===== config.mk =====
export PLATFORM = sky130hd
export DESIGN_NAME = serial_basic_mode_frame_decoder_top
export DESIGN_NICKNAME = d
export VERILOG_FILES = /design/src/sbmfd_pkg.sv /design/src/serial_basic_mode_frame_decoder_top.sv
export SDC_FILE = /design/constraint.sdc
export NUM_CORES = 1
export LEC_CHECK = 0
export ABC_CLOCK_PERIOD_IN_PS = 5050
export BUFFER_PORTS_ARGS = -buffer_cell sky130_fd_sc_hd__buf_2
export CAP_MARGIN = 20
export CORE_MARGIN = 2
export CORE_UTILIZATION = 50
export CTS_CLUSTER_DIAMETER = 80
export DETAILED_ROUTE_END_ITERATION = 8
export PLACE_DENSITY = 0.69
export SYNTH_ARGS = -nofsm -noshare
export SYNTH_HDL_FRONTEND = slang
export SYNTH_SLANG_ARGS = --single-unit
export TNS_END_PERCENT = 1

===== constraint.sdc =====
create_clock -name clk -period 5.05 [get_ports clk]
set_clock_uncertainty 0.2 [all_clocks]
set_input_delay 0.7575 -clock clk [delete_from_list [all_inputs] [get_ports clk]]
set_output_delay 0.7575 -clock clk [all_outputs]
set_load 0.005 [all_outputs]

===== src/sbmfd_pkg.sv =====
// Shared types and constants for the serial basic-mode frame decoder.
// Used by serial_basic_mode_frame_decoder_top; depends on nothing.
`timescale 1ns / 1ps
`default_nettype none

package sbmfd_pkg;

  // Sequencer states
  typedef enum logic [0:0] {
    ST_RUN   = 1'b0,
    ST_DRAIN = 1'b1
  } state_t;

  // Register indexes (byte address = 4 * index)
  localparam logic [2:0] REG_START     = 3'd0;
  localparam logic [2:0] REG_STOP      = 3'd1;
  localparam logic [2:0] REG_HANDSHAKE = 3'd2;
  localparam logic [2:0] REG_ESCAPE    = 3'd3;
  localparam logic [2:0] REG_CAPACITY  = 3'd4;

  // Register reset values
  localparam logic [7:0] RST_START     = 8'hA0;
  localparam logic [7:0] RST_STOP      = 8'hA5;
  localparam logic [7:0] RST_HANDSHAKE = 8'hA6;
  localparam logic [7:0] RST_ESCAPE    = 8'hAA;
  localparam logic [5:0] RST_CAPACITY  = 6'd32;

  // Escaped substitutes
  localparam logic [7:0] ESC_START     = 8'hB0;
  localparam logic [7:0] ESC_STOP      = 8'hB5;
  localparam logic [7:0] ESC_HANDSHAKE = 8'hB6;
  localparam logic [7:0] ESC_ESCAPE    = 8'hBA;
  localparam logic [7:0] ESC_LITERAL   = 8'h3B;
  localparam logic [7:0] LITERAL_VALUE = 8'h1B;

  // Result status codes
  localparam logic STATUS_OK       = 1'b0;
  localparam logic STATUS_OVERFLOW = 1'b1;

endpackage

`default_nettype wire


===== src/serial_basic_mode_frame_decoder_top.sv =====
// Serial basic-mode frame decoder: deframes, unescapes and buffers one frame.
// Depends on sbmfd_pkg (state type, register indexes, escape constants).
// An empty-frame or overflow result sits in the output register the cycle
// after its byte. The first byte of a stored frame follows the stop byte via
// the drain state and the frame memory's registered read port, and the frame
// streams one byte a cycle while the output is free; input is held off during
// read-out. Throughput: one byte per cycle outside read-out while the output
// is free. Reset (rst_n, synchronous) clears control state and restores
// register defaults; memory is not cleared.
`timescale 1ns / 1ps
`default_nettype none

module serial_basic_mode_frame_decoder_top #(
  parameter int MAX_FRAME = 32
) (
  input  wire logic        clk,
  input  wire logic        rst_n,
  // Input stream
  input  wire logic        in_tvalid,
  output logic             in_tready,
  input  wire logic [7:0]  in_tdata,      // [7:0] rx_byte
  // Result stream
  output logic             out_tvalid,
  input  wire logic        out_tready,
  output logic [15:0]      out_tdata,     // [7:0] data_byte, [13:8] frame_size
  output logic [1:0]       out_tuser,     // [0] status, [1] has_data
  output logic             out_tlast,     // last
  // Configuration port
  input  wire logic        cfg_psel,
  input  wire logic        cfg_penable,
  input  wire logic        cfg_pwrite,
  input  wire logic [4:0]  cfg_paddr,
  input  wire logic [31:0] cfg_pwdata,
  output logic [31:0]      cfg_prdata,
  output logic             cfg_pready
);

  localparam int CntW  = $clog2(MAX_FRAME + 1);
  localparam int AddrW = (MAX_FRAME > 1) ? $clog2(MAX_FRAME) : 1;
  localparam int CmpW  = (CntW > 6) ? CntW : 6;

  // Configuration registers
  logic [7:0] start_code_r;
  logic [7:0] stop_code_r;
  logic [7:0] handshake_code_r;
  logic [7:0] escape_code_r;
  logic [5:0] frame_capacity_r;

  // Control state
  sbmfd_pkg::state_t state_r, state_nxt;
  logic              inside_r, inside_nxt;
  logic              esc_r, esc_nxt;
  logic [CntW-1:0]   cnt_r, cnt_nxt;
  logic [CntW-1:0]   len_r, len_nxt;
  logic [CntW-1:0]   rd_idx_r, rd_idx_nxt;

  // Output register
  logic              out_valid_r, out_valid_nxt;
  logic [7:0]        out_data_r, out_data_nxt;
  logic              out_status_r, out_status_nxt;
  logic [5:0]        out_len_r, out_len_nxt;
  logic              out_has_r, out_has_nxt;
  logic              out_last_r, out_last_nxt;

  // Frame memory
  logic [7:0]        mem [MAX_FRAME];
  logic [7:0]        mem_q;
  logic              mem_we;
  logic [7:0]        mem_wdata;

  logic              cfg_wr;
  logic              in_xfer;
  logic              out_free;
  logic [7:0]        c;
  logic              esc_ok;
  logic [7:0]        esc_val;
  logic              do_store;
  logic [7:0]        store_val;
  logic              cap_full;
  logic [CmpW-1:0]   cnt_w;
  logic [CmpW-1:0]   len_w;
  logic              drain_last;

  // Configuration writes and reads
  assign cfg_pready = 1'b1;
  assign cfg_wr     = cfg_psel & cfg_penable & cfg_pwrite & cfg_pready;

  always_ff @(posedge clk) begin
    if (!rst_n) begin
      start_code_r     <= sbmfd_pkg::RST_START;
      stop_code_r      <= sbmfd_pkg::RST_STOP;
      handshake_code_r <= sbmfd_pkg::RST_HANDSHAKE;
      escape_code_r    <= sbmfd_pkg::RST_ESCAPE;
      frame_capacity_r <= sbmfd_pkg::RST_CAPACITY;
    end else if (cfg_wr) begin
      case (cfg_paddr[4:2])
        sbmfd_pkg::REG_START:     start_code_r     <= cfg_pwdata[7:0];
        sbmfd_pkg::REG_STOP:      stop_code_r      <= cfg_pwdata[7:0];
        sbmfd_pkg::REG_HANDSHAKE: handshake_code_r <= cfg_pwdata[7:0];
        sbmfd_pkg::REG_ESCAPE:    escape_code_r    <= cfg_pwdata[7:0];
        sbmfd_pkg::REG_CAPACITY:  frame_capacity_r <= cfg_pwdata[5:0];
        default: ;
      endcase
    end
  end

  always_comb begin
    case (cfg_paddr[4:2])
      sbmfd_pkg::REG_START:     cfg_prdata = {24'd0, start_code_r};
      sbmfd_pkg::REG_STOP:      cfg_prdata = {24'd0, stop_code_r};
      sbmfd_pkg::REG_HANDSHAKE: cfg_prdata = {24'd0, handshake_code_r};
      sbmfd_pkg::REG_ESCAPE:    cfg_prdata = {24'd0, escape_code_r};
      sbmfd_pkg::REG_CAPACITY:  cfg_prdata = {26'd0, frame_capacity_r};
      default:                  cfg_prdata = 32'd0;
    endcase
  end

  // Handshake
  assign out_free  = !out_valid_r || out_tready;
  assign in_tready = (state_r == sbmfd_pkg::ST_RUN) && out_free;
  assign in_xfer   = in_tvalid && in_tready;
  assign c         = in_tdata;

  // Map the byte after an escape back to its code
  always_comb begin
    esc_ok  = 1'b1;
    esc_val = 8'd0;
    case (c)
      sbmfd_pkg::ESC_START:     esc_val = start_code_r;
      sbmfd_pkg::ESC_STOP:      esc_val = stop_code_r;
      sbmfd_pkg::ESC_HANDSHAKE: esc_val = handshake_code_r;
      sbmfd_pkg::ESC_ESCAPE:    esc_val = escape_code_r;
      sbmfd_pkg::ESC_LITERAL:   esc_val = sbmfd_pkg::LITERAL_VALUE;
      default:                  esc_ok  = 1'b0;
    endcase
  end

  // Capacity check, saturated at MAX_FRAME
  assign cnt_w    = CmpW'(cnt_r);
  assign cap_full = (cnt_w >= CmpW'(frame_capacity_r)) ||
                    (cnt_w >= CmpW'(MAX_FRAME));
  assign len_w      = CmpW'(len_r);
  assign drain_last = (rd_idx_r + 1'b1) == len_r;

  // Next state
  always_comb begin
    state_nxt = state_r;
    case (state_r)
      sbmfd_pkg::ST_RUN: begin
        if (in_xfer && c != start_code_r && inside_r && !esc_r &&
            c != escape_code_r && c == stop_code_r && cnt_r != '0) begin
          state_nxt = sbmfd_pkg::ST_DRAIN;
        end
      end
      sbmfd_pkg::ST_DRAIN: begin
        if (out_free && drain_last) begin
          state_nxt = sbmfd_pkg::ST_RUN;
        end
      end
      default: state_nxt = sbmfd_pkg::ST_RUN;
    endcase
  end

  // Datapath and result selection
  always_comb begin
    inside_nxt     = inside_r;
    esc_nxt        = esc_r;
    cnt_nxt        = cnt_r;
    len_nxt        = len_r;
    rd_idx_nxt     = rd_idx_r;
    do_store       = 1'b0;
    store_val      = c;
    out_valid_nxt  = out_valid_r && !out_tready;
    out_data_nxt   = out_data_r;
    out_status_nxt = out_status_r;
    out_len_nxt    = out_len_r;
    out_has_nxt    = out_has_r;
    out_last_nxt   = out_last_r;

    case (state_r)
      sbmfd_pkg::ST_RUN: begin
        if (in_xfer) begin
          if (c == start_code_r) begin
            // Restart the frame
            inside_nxt = 1'b1;
            esc_nxt    = 1'b0;
            cnt_nxt    = '0;
          end else if (inside_r) begin
            if (esc_r) begin
              esc_nxt = 1'b0;
              if (esc_ok) begin
                do_store  = 1'b1;
                store_val = esc_val;
              end else begin
                // Drop the frame silently
                inside_nxt = 1'b0;
                cnt_nxt    = '0;
              end
            end else if (c == escape_code_r) begin
              esc_nxt = 1'b1;
            end else if (c == stop_code_r) begin
              inside_nxt = 1'b0;
              cnt_nxt    = '0;
              len_nxt    = cnt_r;
              rd_idx_nxt = '0;
              if (cnt_r == '0) begin
                // Emit the empty-frame result
                out_valid_nxt  = 1'b1;
                out_data_nxt   = 8'd0;
                out_status_nxt = sbmfd_pkg::STATUS_OK;
                out_len_nxt    = 6'd0;
                out_has_nxt    = 1'b0;
                out_last_nxt   = 1'b1;
              end
            end else if (c != handshake_code_r) begin
              do_store = 1'b1;
            end
          end
          if (do_store) begin
            if (cap_full) begin
              // Report overflow and drop the frame
              inside_nxt     = 1'b0;
              esc_nxt        = 1'b0;
              cnt_nxt        = '0;
              out_valid_nxt  = 1'b1;
              out_data_nxt   = 8'd0;
              out_status_nxt = sbmfd_pkg::STATUS_OVERFLOW;
              out_len_nxt    = 6'd0;
              out_has_nxt    = 1'b0;
              out_last_nxt   = 1'b1;
            end else begin
              cnt_nxt = cnt_r + 1'b1;
            end
          end
        end
      end
      sbmfd_pkg::ST_DRAIN: begin
        // Advance one stored byte per free output slot
        if (out_free) begin
          out_valid_nxt  = 1'b1;
          out_data_nxt   = mem_q;
          out_status_nxt = sbmfd_pkg::STATUS_OK;
          out_len_nxt    = len_w[5:0];
          out_has_nxt    = 1'b1;
          out_last_nxt   = drain_last;
          rd_idx_nxt     = drain_last ? '0 : rd_idx_r + 1'b1;
        end
      end
      default: ;
    endcase
  end

  assign mem_we    = do_store && !cap_full;
  assign mem_wdata = store_val;

  // Frame memory: one write port, one registered read port
  always_ff @(posedge clk) begin
    if (mem_we) begin
      mem[cnt_r[AddrW-1:0]] <= mem_wdata;
    end
  end

  always_ff @(posedge clk) begin
    mem_q <= mem[rd_idx_nxt[AddrW-1:0]];
  end

  // Control registers
  always_ff @(posedge clk) begin
    if (!rst_n) begin
      state_r     <= sbmfd_pkg::ST_RUN;
      inside_r    <= 1'b0;
      esc_r       <= 1'b0;
      cnt_r       <= '0;
      len_r       <= '0;
      rd_idx_r    <= '0;
      out_valid_r <= 1'b0;
    end else begin
      state_r     <= state_nxt;
      inside_r    <= inside_nxt;
      esc_r       <= esc_nxt;
      cnt_r       <= cnt_nxt;
      len_r       <= len_nxt;
      rd_idx_r    <= rd_idx_nxt;
      out_valid_r <= out_valid_nxt;
    end
  end

  // Output payload
  always_ff @(posedge clk) begin
    out_data_r   <= out_data_nxt;
    out_status_r <= out_status_nxt;
    out_len_r    <= out_len_nxt;
    out_has_r    <= out_has_nxt;
    out_last_r   <= out_last_nxt;
  end

  assign out_tvalid = out_valid_r;
  assign out_tdata  = {2'b00, out_len_r, out_data_r};
  assign out_tuser  = {out_has_r, out_status_r};
  assign out_tlast  = out_last_r;

endmodule

`default_nettype wire

==> reports/qor.yml <==
vdd_ir_drop_max_uv: 261
design.core.area_um2: 30500
grt_start_max_net_pins: 61
grt_pass1_vias: 9400
ys_top_cells_by_area: "edfxtp_1 53%, mux2i_1 11%, dfxtp_1 8.8%"
tns_ns: 0
cts.sinks: 341
maxSlewViolCount: 0
die_area_um2: 32300
worstMarginPinSlew_ns: 1.06
numPortBuffers: 52
path_buf_inv: 1
numCtsBuffers: 36
cp.depth: 10
post_cts_buffers: 0
grt_pass1_wl_mm: 53.4
synth_top_area_cell: "edfxtp_1"
synth_top_family_by_area: "multiplexers"
worstPathArrival_ns: 4.11
vias: 9622
yosysSeqAreaShare: 0.620
ys_warn_count: 0
synth-edff-count: 273
routed_wl_mm: 34.0
cts_hold_buf: 0
ys_seq_elements: 341
status: "complete, no violations"
rows: 64
endpoint_kind: "register"
slowest_stage: "a211oi_1"
nets: 1321
grt_usage: 0.209
cts_root_buffer: "clkbuf_16"
path_cells: "nand3_2 -> or3_1 -> a2111o_1 -> o21ai_1 -> nand4_1 -> buf_4 -> mux2i_1 -> nor2_1 -> a211oi_1 -> nand3_1"
dpl.hpwl_mm: 22.7
cts_htree_levels: 2
ff2ff_path_depth: 10
hp-class: "input pin to register"
die_w_um: 180
synth_adder_area_share: 0.00893
place_inst: 1615
ant_nets: 0
vias_per_cell: 5.73
max_stage_delay_ns: 0.54
cp_max_fo: 17
drv_cap: 0
syn_area_per_cell_um2: 13.0
syn_to_final_growth_pct: 12.3
synthSimpleGateAreaFrac: 0.100
cp_data_required_time_ns: 5.21
drive_above_1_share: 0.154
n_fill_cell: 2436
drcViolationCount: 0
synth_common_cells: "273 x edfxtp_1, 167 x mux2i_1, 111 x nand2_1"
synth-compound-area-share: 0.0884
setup_viol: 0
cts_tree: "built"
grt-ovfl-total: 0
io_pins: 106
rsz0062_at_grt: "no"
synthCells: 1185
synthXorXnorAreaFrac: 0.0222
drt_first_pass_iters: 5
crit_path_start_kind: "register"
dieHeight_um: 180
final_hold_viol_count: 0
layout_setup_ws_ns: 1.10
insertion_delay_ns: 0.52
p_leak_nw: 5.92
antenna_found_initial: 0
antenna_cells: 0
ys_types: 76
drtIter0Drc: 863
relSlewSlack: 0.293
yosys-mux-area-fraction: 0.116
cts_resized: 0
whs_ns: 0.312
clk_pin_slew_ns: 0.06
start_util: 0.505
synth_top_area_share: 0.532
ys.flop_type: "edfxtp_1"
crit_family: "simple AND/OR/NAND/NOR gates"
final_cells: 1679
gpl.final_weighted_congestion: 0.831
hold_depth: 3
yosysMostFrequentCell: "edfxtp_1"
pwr_density_cell_nw_per_um2: 336
wl_per_cell_um: 20.3
path_class: "register to register"
pre_cts_ws_ns: 0.680
final.min_clock_period_ns: 3.95
fmax_mhz: 253
fin_crit_sh: 0.783
async_flop_share: 0
synthesis.area_um2: 15400
clk_path_buf_depth: 3
metal layers:
layer / track usage / share of wire / vias up
li1: - / - / 4555
met1: 0.291 / 0.44 / 4680
met2: 0.338 / 0.47 / 336
met3: 0.0359 / 0.068 / 51
met4: 0.0605 / 0.022 / 0
met5: 0 / 0 / -
kinds of logic (layout without fill, tap and decap cells):
family / Yosys count / count (layout)
other cells: 2 / 27
fa+ha+maj: 11 / 11
buf+inv: 112 / 185
flops: 341 / 341
mux: 175 / 175
compound gates: 193 / 193
simple gates: 312 / 312
xor+xnor: 39 / 39
flip-flops by register name, indices dropped and copies added, names as in the netlist, 6 cells and up:
name / count
start_code_r: 8
len_r: 6
mem: 256
out_len_r: 6
stop_code_r: 8
mem_q: 8
rd_idx_r: 6
cnt_r: 6
escape_code_r: 8
frame_capacity_r: 6
out_data_r: 8
handshake_code_r: 8
placed cells by master, fill, tap and decap left out, types with 6 or more instances in the layout:
master,netlist,routed
a21boi_0,19,19
nand2_1,111,111
ha_1,11,11
o22ai_1,46,46
nor4_1,10,10
conb_1,2,27
clkinv_1,0,6
a21oi_1,14,13
nor2_1,61,61
nand3_1,32,32
inv_1,13,13
dfxtp_1,68,68
clkbuf_16,0,38
xnor2_1,28,28
a22oi_1,24,24
o21ai_0,26,24
a22o_1,6,6
mux2_2,6,6
buf_4,38,54
a211oi_1,8,8
nor2b_1,22,22
edfxtp_1,273,273
xor2_1,11,11
buf_2,21,52
nand2b_1,7,7
a21o_1,9,9
nand4_1,9,9
nor3_1,14,14
mux2i_1,167,167
cell type report:
type / instances / area (um2) / area share
sequential: 341 / 9560 / 0.552
timing repair buffer: 109 / 733 / 0.0424
clock inverter: 16 / 160 / 0.00925
clock buffer: 47 / 1020 / 0.0592
multi-input combinational: 757 / 5290 / 0.306
tap: 396 / 495 / 0.0286
inverter: 13 / 48.8 / 0.00282
report_power, final:
part | internal (mW) | leakage, nW | switching [mW]
clock | 1.54 | 0.581 | 1.07
sequential | 3.04 | 3.02 | 0.00765
combinational | 0.0509 | 2.32 | 0.104
total | 4.64 | 5.92 | 1.18
per-stage QoR:
step	cell area (um2)	total power, mW	utilization
3_3_place_gp	16100	3.25	0.528
4_1_cts	17300	5.86	0.566
5_1_grt	17300	5.99	0.567
6_report	17300	5.81	0.567
3_5_place_dp	16100	3.26	0.528
2_1_floorplan	15500	3.21	-
tightest hold or removal path: stages:
cell and delay, ns:
buf_2 0.11, mux2i_1 0.07, nand2_1 0.06
worst paths after layout:
kind | slack, ns | startpoint | end
min | 0.31 | cfg_pwdata[7] | stop_code_r[7]
max reg2reg | 1.10 | rd_idx_r[2] | mem_q[3]
max | 1.10 | rd_idx_r[2] | mem_q[3]
min reg2reg | 0.31 | len_r[5] | len_r[5]
No activity file was read; power rests on OpenSTA's default activity.
